===== config.mk =====
export PLATFORM = sky130hd
export DESIGN_NAME = round_robin_process_table_top
export DESIGN_NICKNAME = d
export VERILOG_FILES = /design/src/sv/rrpt_pkg.sv /design/src/sv/rrpt_cfg.sv /design/src/sv/rrpt_table.sv /design/src/sv/round_robin_process_table_top.sv
export SDC_FILE = /design/constraint.sdc
export NUM_CORES = 1
export LEC_CHECK = 0
export ABC_AREA = 1
export BUFFER_PORTS_ARGS = -buffer_cell sky130_fd_sc_hd__clkbuf_2
export CORE_UTILIZATION = 41
export CTS_BUF_LIST = sky130_fd_sc_hd__clkbuf_16
export CTS_CLUSTER_DIAMETER = 100
export DETAILED_ROUTE_END_ITERATION = 7
export PLACE_DENSITY_LB_ADDON = 0.12
export SYNTH_ARGS = -nofsm -noshare
export SYNTH_HDL_FRONTEND = slang
export SYNTH_SLANG_ARGS = --single-unit

===== constraint.sdc =====
create_clock -name clk -period 5.9 [get_ports clk]
set_input_delay 1.18 -clock clk [delete_from_list [all_inputs] [get_ports clk]]
set_output_delay 1.18 -clock clk [all_outputs]
set_load 0.01 [all_outputs]

===== src/sv/rrpt_pkg.sv =====
// Package for the round-robin process table.
// Holds the command codes, register map, the internal command and result types and
// the shared constants. It has no dependencies.
package rrpt_pkg;

	// Default number of process slots
	localparam int unsigned SLOTS_DEFAULT = 16;

	// Field widths
	localparam int unsigned ID_W    = 16;
	localparam int unsigned WORK_W  = 16;
	localparam int unsigned COUNT_W = 7;
	localparam int unsigned QUANT_W = 8;

	// Register port
	localparam int unsigned PADDR_W = 3;
	localparam int unsigned PDATA_W = 32;

	// Register indexes
	localparam logic REG_TIME_QUANTUM = 1'b0;

	// Reset values and defaults
	localparam logic [QUANT_W-1:0] QUANTUM_RESET = 8'd4;
	localparam logic [ID_W-1:0]    ID_RESET      = 16'd1;
	localparam logic [WORK_W-1:0]  DEFAULT_BURST = 16'd5;

	// Command codes
	typedef enum logic [1:0] {
		OP_ADD   = 2'd0,
		OP_TICK  = 2'd1,
		OP_KILL  = 2'd2,
		OP_COUNT = 2'd3
	} op_t;

	// Command presented to the slot table
	typedef struct packed {
		logic              fire;
		op_t               opcode;
		logic [WORK_W-1:0] burst;
		logic [ID_W-1:0]   kill_id;
	} cmd_t;

	// Result of one command
	typedef struct packed {
		logic [ID_W-1:0]    new_id;
		logic               status;
		logic [COUNT_W-1:0] active_count;
	} res_t;

endpackage


===== src/sv/rrpt_cfg.sv =====
// Configuration register block of the round-robin process table.
// Holds the time quantum behind an APB-style port; depends on rrpt_pkg.
module rrpt_cfg (
	input  logic                                clk,
	input  logic                                arst_n,
	input  logic                                psel,
	input  logic                                penable,
	input  logic                                pwrite,
	input  logic [rrpt_pkg::PADDR_W-1:0]        paddr,
	input  logic [rrpt_pkg::PDATA_W-1:0]        pwdata,
	output logic [rrpt_pkg::PDATA_W-1:0]        prdata,
	output logic                                pready,
	output logic [rrpt_pkg::QUANT_W-1:0]        quantum
);

	logic [rrpt_pkg::QUANT_W-1:0] quantum_q;
	logic                         sel_quantum;

	// Decode the word index from the byte address
	assign sel_quantum = (paddr[2] == rrpt_pkg::REG_TIME_QUANTUM);
	assign pready      = 1'b1;

	// Write the quantum on the access phase of a write transfer
	always_ff @(posedge clk or negedge arst_n) begin
		if (!arst_n) begin
			quantum_q <= rrpt_pkg::QUANTUM_RESET;
		end else if (psel && penable && pwrite && pready && sel_quantum) begin
			quantum_q <= pwdata[rrpt_pkg::QUANT_W-1:0];
		end
	end

	// Read back
	always_comb begin
		prdata = '0;
		if (sel_quantum) begin
			prdata[rrpt_pkg::QUANT_W-1:0] = quantum_q;
		end
	end

	assign quantum = quantum_q;

endmodule


===== src/sv/rrpt_table.sv =====
// Process slot table: used flags, identifiers, remaining work and the id counter.
// Applies one command per cycle and forms its result; depends on rrpt_pkg.
module rrpt_table #(
	parameter int unsigned SLOTS = rrpt_pkg::SLOTS_DEFAULT
) (
	input  logic                          clk,
	input  logic                          arst_n,
	input  rrpt_pkg::cmd_t                cmd,
	input  logic [rrpt_pkg::QUANT_W-1:0]  quantum,
	output rrpt_pkg::res_t                res
);

	logic [SLOTS-1:0]                used_q, used_d;
	logic [rrpt_pkg::ID_W-1:0]       id_q  [SLOTS];
	logic [rrpt_pkg::ID_W-1:0]       id_d  [SLOTS];
	logic [rrpt_pkg::WORK_W-1:0]     rem_q [SLOTS];
	logic [rrpt_pkg::WORK_W-1:0]     rem_d [SLOTS];
	logic [rrpt_pkg::ID_W-1:0]       ctr_q, ctr_d;

	logic [SLOTS-1:0]                free_vec, free_oh;
	logic [SLOTS-1:0]                match_vec, kill_oh;
	logic                            full;
	logic [rrpt_pkg::WORK_W-1:0]     burst_val;
	logic [rrpt_pkg::WORK_W-1:0]     quant_w;

	// Lowest free slot and lowest matching slot, as one-hot vectors
	always_comb begin
		free_vec = ~used_q;
		free_oh  = free_vec & (~free_vec + SLOTS'(1));
		full     = ~|free_vec;
		for (int i = 0; i < SLOTS; i++) begin
			match_vec[i] = used_q[i] && (id_q[i] == cmd.kill_id);
		end
		kill_oh = match_vec & (~match_vec + SLOTS'(1));
	end

	// Non-positive burst takes the default
	assign burst_val = (!cmd.burst[rrpt_pkg::WORK_W-1] && (cmd.burst != '0)) ?
		cmd.burst : rrpt_pkg::DEFAULT_BURST;
	assign quant_w   = {{(rrpt_pkg::WORK_W-rrpt_pkg::QUANT_W){1'b0}}, quantum};

	// Next state and result, then count used slots after the command
	always_comb begin
		used_d       = used_q;
		ctr_d        = ctr_q;
		id_d         = id_q;
		rem_d        = rem_q;
		res.new_id   = '0;
		res.status   = 1'b0;
		if (cmd.fire) begin
			unique case (cmd.opcode)
				rrpt_pkg::OP_ADD: begin
					if (full) begin
						res.status = 1'b1;
					end else begin
						for (int i = 0; i < SLOTS; i++) begin
							if (free_oh[i]) begin
								used_d[i] = 1'b1;
								id_d[i]   = ctr_q;
								rem_d[i]  = burst_val;
							end
						end
						res.new_id = ctr_q;
						ctr_d      = ctr_q + rrpt_pkg::ID_W'(1);
					end
				end
				rrpt_pkg::OP_TICK: begin
					// Take one quantum from each used slot, drop slots that run out
					for (int i = 0; i < SLOTS; i++) begin
						if (used_q[i]) begin
							if (rem_q[i] > quant_w) begin
								rem_d[i] = rem_q[i] - quant_w;
							end else begin
								rem_d[i]  = '0;
								used_d[i] = 1'b0;
							end
						end
					end
				end
				rrpt_pkg::OP_KILL: begin
					used_d = used_q & ~kill_oh;
				end
				rrpt_pkg::OP_COUNT: begin
				end
				default: begin
				end
			endcase
		end
		res.active_count = '0;
		for (int i = 0; i < SLOTS; i++) begin
			res.active_count = res.active_count + rrpt_pkg::COUNT_W'(used_d[i]);
		end
	end

	// Control state
	always_ff @(posedge clk or negedge arst_n) begin
		if (!arst_n) begin
			used_q <= '0;
			ctr_q  <= rrpt_pkg::ID_RESET;
		end else if (cmd.fire) begin
			used_q <= used_d;
			ctr_q  <= ctr_d;
		end
	end

	// Slot payload, guarded by the used flags
	always_ff @(posedge clk) begin
		if (cmd.fire) begin
			id_q  <= id_d;
			rem_q <= rem_d;
		end
	end

`ifndef SYNTHESIS
	a_add_advances_id: assert property (@(posedge clk) disable iff (!arst_n)
		(cmd.fire && cmd.opcode == rrpt_pkg::OP_ADD && !full)
		|=> (ctr_q == $past(ctr_q) + rrpt_pkg::ID_W'(1)))
		else $error("id counter did not advance after a successful add");

	a_full_only_when_full: assert property (@(posedge clk) disable iff (!arst_n)
		(cmd.fire && res.status) |-> (&used_q))
		else $error("full reported while a slot is free");

	a_kill_never_fills: assert property (@(posedge clk) disable iff (!arst_n)
		(cmd.fire && cmd.opcode == rrpt_pkg::OP_KILL)
		|=> ((used_q & ~$past(used_q)) == '0))
		else $error("kill marked a slot as used");

	a_tick_never_fills: assert property (@(posedge clk) disable iff (!arst_n)
		(cmd.fire && cmd.opcode == rrpt_pkg::OP_TICK)
		|=> ((used_q & ~$past(used_q)) == '0))
		else $error("tick marked a slot as used");
`endif

endmodule


===== src/sv/round_robin_process_table_top.sv =====
// Round-robin process table, top level. A result is registered after its command
// transfer and is then transferred from the output (input register, then result register).
// Throughput: one command per cycle, set by the combinational slot table update between
// the registers; the input stalls only while a result waits.
// Reset (arst_n, asynchronous): all slots free, id counter 1, time quantum 4.
// Depends on rrpt_pkg, rrpt_cfg and rrpt_table.
module round_robin_process_table_top #(
	parameter int unsigned SLOTS = rrpt_pkg::SLOTS_DEFAULT
) (
	input  logic                                clk,
	input  logic                                arst_n,
	// Command channel
	input  logic                                in_valid,
	output logic                                in_ready,
	input  logic [1:0]                          opcode,
	input  logic signed [rrpt_pkg::WORK_W-1:0]  burst_in,
	input  logic [rrpt_pkg::ID_W-1:0]           kill_id,
	// Result channel
	output logic                                out_valid,
	input  logic                                out_ready,
	output logic [rrpt_pkg::ID_W-1:0]           new_id,
	output logic                                status,
	output logic [rrpt_pkg::COUNT_W-1:0]        active_count,
	// Configuration port
	input  logic                                psel,
	input  logic                                penable,
	input  logic                                pwrite,
	input  logic [rrpt_pkg::PADDR_W-1:0]        paddr,
	input  logic [rrpt_pkg::PDATA_W-1:0]        pwdata,
	output logic [rrpt_pkg::PDATA_W-1:0]        prdata,
	output logic                                pready
);

	logic                          valid_s1;
	rrpt_pkg::op_t                 opcode_s1;
	logic [rrpt_pkg::WORK_W-1:0]   burst_s1;
	logic [rrpt_pkg::ID_W-1:0]     kill_id_s1;
	logic                          valid_s2;
	rrpt_pkg::res_t                res_s2;
	rrpt_pkg::res_t                res;
	rrpt_pkg::cmd_t                cmd;
	logic [rrpt_pkg::QUANT_W-1:0]  quantum;
	logic                          advance;

	rrpt_cfg u_cfg (
		.clk     (clk),
		.arst_n  (arst_n),
		.psel    (psel),
		.penable (penable),
		.pwrite  (pwrite),
		.paddr   (paddr),
		.pwdata  (pwdata),
		.prdata  (prdata),
		.pready  (pready),
		.quantum (quantum)
	);

	// Move a command into the table when the result register is free or drains
	assign advance  = valid_s1 && (!valid_s2 || out_ready);
	assign in_ready = !valid_s1 || advance;

	assign cmd.fire    = advance;
	assign cmd.opcode  = opcode_s1;
	assign cmd.burst   = burst_s1;
	assign cmd.kill_id = kill_id_s1;

	rrpt_table #(
		.SLOTS (SLOTS)
	) u_table (
		.clk     (clk),
		.arst_n  (arst_n),
		.cmd     (cmd),
		.quantum (quantum),
		.res     (res)
	);

	// Input register: take a transfer, hold while stalled
	always_ff @(posedge clk or negedge arst_n) begin
		if (!arst_n) begin
			valid_s1 <= 1'b0;
		end else if (in_ready) begin
			valid_s1 <= in_valid;
		end
	end

	always_ff @(posedge clk) begin
		if (in_valid && in_ready) begin
			opcode_s1  <= rrpt_pkg::op_t'(opcode);
			burst_s1   <= burst_in;
			kill_id_s1 <= kill_id;
		end
	end

	// Result register: load on advance, drop once transferred
	always_ff @(posedge clk or negedge arst_n) begin
		if (!arst_n) begin
			valid_s2 <= 1'b0;
		end else if (advance) begin
			valid_s2 <= 1'b1;
		end else if (out_ready) begin
			valid_s2 <= 1'b0;
		end
	end

	always_ff @(posedge clk) begin
		if (advance) begin
			res_s2 <= res;
		end
	end

	assign out_valid    = valid_s2;
	assign new_id       = res_s2.new_id;
	assign status       = res_s2.status;
	assign active_count = res_s2.active_count;

`ifndef SYNTHESIS
	a_stall_only_when_held: assert property (@(posedge clk) disable iff (!arst_n)
		!in_ready |-> (valid_s1 && valid_s2 && !out_ready))
		else $error("input stalled without a blocked result");

	a_advance_loads_result: assert property (@(posedge clk) disable iff (!arst_n)
		advance |=> valid_s2)
		else $error("result register not loaded after advance");

	a_held_command_kept: assert property (@(posedge clk) disable iff (!arst_n)
		(valid_s1 && !advance) |=> (valid_s1 && $stable(opcode_s1) && $stable(kill_id_s1)))
		else $error("stalled command lost");
`endif

endmodule

==> key figures <==
Outcome
  – Status: finished clean

Hold path
  – WHS Path Cells: 2
  – Hold WC Path Type: reg -> reg

Cells and area
  – Fin util: 47.5%
  – Fillers: 8337
  – # diodes: 0
  – Share of layout cells above drive strength 1: 11.5%
  – Area of the multi-input gates: 15700 um2
  – Nets: 4445
  – Reg area: 18100 um2
  – Area delta synth->final: 14.8%

STA
  – Setup Skew: 0.0347 ns
  – Max-slew violations: 0
  – Tmin final: 5.72 ns
  – Highest clock rate: 175 MHz
  – Setup TNS: 0 ns
  – Final critical-path setup slack: 0.183 ns
  – Slew at the pin closest to its max-slew limit: 1.13 ns
  – Final Setup Violations: 0
  – Final Hold Slack: 0.546 ns
  – Headroom to the max-slew limit: 25.0%
  – Fin crit share: 96.9%
  – Hold Vio Cnt, Final: 0

Routing
  – Vias: 28800
  – Final wirelength: 115000 um
  – Wire per inst: 21.2 um
  – Remaining antenna violation count after routing: 0
  – DR vias/cell: 5.30
  – First DRT Iteration DRCs: 2374
  – Residual DRC count: 0
  – DRT Pass-1 Iters: 8

Placed design
  – DP Worst Slack: 0.0560 ns
  – IO Port Bufs: 81
  – Hpwl dp: 78400 um
  – Final GP Congestion: 0.931

Synth
  – Synth area leaders: edfxtp_1 47%, nand2_1 7.9%, o21ai_0 5.2%
  – Synth cell types: 61
  – Top-count cell post-synth: nand2_1
  – Syn Area/Cell: 9.09 um2
  – Asr flop ratio synth: 6.89%
  – YS warnings: 0
  – Syn Inst Count: 3959
  – Post-synth EDFFs: 568
  – Share of the synthesized area in the top cell type: 47.4%
  – Sequential area share after synthesis: 50.3%
  – Largest area contributor in the netlist: edfxtp_1
  – Synth Flop Type: edfxtp_1
  – Post-synthesis register bit count: 610
  – Commonest cells post-synth: 762 x nand2_1, 568 x edfxtp_1, 452 x inv_1
  – Syn Std Cell Area: 36000 um2

Setup path
  – CP required: 6.28 ns
  – CP startpoint kind: flop
  – Worst EP arrival: 6.09 ns
  – Crit end category: flop
  – WP depth: 24
  – Crit-path max cell delay: 0.54 ns
  – WS Path Type: reg -> reg
  – CP max-delay cell: dfstp_2
  – Reg2Reg Depth: 24
  – CP bufs+invs: 7
  – Peak fanout along the critical path: 6
  – Delay-heaviest family, CP: adder cells
  – Most frequent CP cell: fa_1
  – Cells along the critical path: clkinvlp_4 -> buf_12 -> buf_4 -> ha_1 -> nand3_1 -> nand3_1 -> nand4_1 -> nand2_2 -> inv_2 -> o21a_1 -> or2_1 -> nand3_1 -> nand2_1 -> inv_1 -> fa_1 -> fa_1 -> fa_1 -> inv_1 -> fa_1 -> inv_1 -> fa_2 -> fa_2 -> nand2_1 -> a21boi_0

Clock tree
  – Clock-pin slew on the worst setup and hold paths: 0.06 ns
  – Clock sinks: 610
  – Max clock buf depth: 3
  – CTS H-tree lvls: 3
  – CTS tree: yes
  – CTS root buf: clkbuf_16
  – Clock Latency Late Sink: 0.64 ns
  – CTS Buf Count: 73

Power and ir drop
  – Pwr Density: 322 nW/um2
  – Leak Pwr: 0.0173 uW
  – VDD IR max: 0.237 mV

Die
  – Core region area: 86900 um2
  – Starting density of the core: 41.4%
  – Row cnt: 108
  – Die Wd: 298 um
  – Io pins: 135
  – DIE AREA: 88900 um2
  – Chip height: 298 um

GRT
  – GRT Residual Overflow: 0
  – Vias in the first global route: 27400
  – GRT Total Usage: 25.5%
  – First-pass GRT wire length: 171000 um
  – Largest net degree at the start of global routing: 43
  – Initial antenna violation count: 5

Job
  – Total of max-cap violations: 0
[cells by family after synthesis]
logic type               Yosys count  synth area share [%]
AO/OA/AOI/OAI                    643                  9.51
XOR/XNOR                         262                  6.38
adder cells (fa/ha/maj)          160                  6.11
buffers and inverters            586                  6.85
flip-flops                       610                  50.3
other                              2                0.0209
AND/OR/NAND/NOR                 1696                  20.8
[path summary, 6_finish.rpt]
check	from	to	slack (ns)
max	u_cfg.quantum[2]	active_count[4]	0.18
min	u_table.used_q[9]	u_table.used_q[9]	0.55
max reg2reg	u_cfg.quantum[2]	active_count[4]	0.18
min reg2reg	u_table.used_q[9]	u_table.used_q[9]	0.55
max in group asynchronous	arst_n	u_cfg.quantum[6]	4.70
min in group asynchronous	arst_n	u_table.ctr_q[4]	0.70
[tightest hold or removal path: stages (launching register included)]
cell	delay, ns
dfrtp_1	0.39
nand2_1	0.07
nand2_1	0.05
[where the power goes]
part	leakage, uW	switching [uW]	total (uW)	internal (uW)
logic	0.0104	2220	3360	1150
clock network	0.00120	1900	4500	2600
registers	0.00567	230	5440	5210
total	0.0173	4340	13300	8950
[sequential cells by signal (all words and copies together) (netlist names)]
| register | count |
|---|---|
| active_count | 5 |
| burst_s1 | 16 |
| kill_id_s1 | 16 |
| new_id | 16 |
| opcode_s1 | 2 |
| out_valid | 1 |
| status | 1 |
| u_cfg.quantum | 8 |
| u_table.ctr_q | 16 |
| u_table.id_q | 256 |
| u_table.rem_q | 256 |
| u_table.used_q | 16 |
| valid_s1 | 1 |
[cell usage in the layout (no fill, tap or decap), drive strengths merged, types with 8 or more instances in the layout]
cell / count
clkbuf: 155
a21oi: 171
nand2: 766
buf: 188
clkinv: 37
nand3b: 20
a211oi: 12
nand4: 89
inv: 478
a31oi: 12
nor4: 43
o22ai: 9
nor2: 448
xor2: 144
o211ai: 8
edfxtp: 568
nor3: 85
nand3: 171
conb: 27
and3: 9
nor3b: 19
o21ai: 391
or2: 39
xnor2: 118
dfrtp: 40
ha: 134
fa: 26
[routing by layer]
layer	global-route usage, %	vias to the layer above	share of wire, %
met5	0	-	0.020
met4	8.50	4	3.2
met3	3.36	213	5.9
met2	43.2	883	47
met1	33.7	13700	43
li1	-	13900	-
[what timing repair did]
action / CTS / global route
endpoints found under the hold margin: 0 / 0
gates resized for setup: 0 / 19
endpoints found under the setup margin: 0 / 4
setup buffers: 0 / 12
hold buffers: 0 / 0
[final cells by class]
| cell class | count | share of cell area, % |
|---|---|---|
| timing repair buffer | 269 | 4.74 |
| clock inverter | 61 | 1.20 |
| tap | 1155 | 3.50 |
| multi-input combinational | 2788 | 37.9 |
| sequential | 610 | 43.8 |
| clock buffer | 74 | 4.48 |
| inverter | 467 | 4.30 |
[per-stage QoR]
stage	std cells	instance area, um2	total power (uW)
after global routing	5424	41300	13900
after floorplan	3984	36100	7530
final	5424	41300	13300
after global placement	5277	38800	8800
after detailed placement	5277	38800	8820
after CTS	5412	41100	13400
Power figures use the tool's default switching activity.
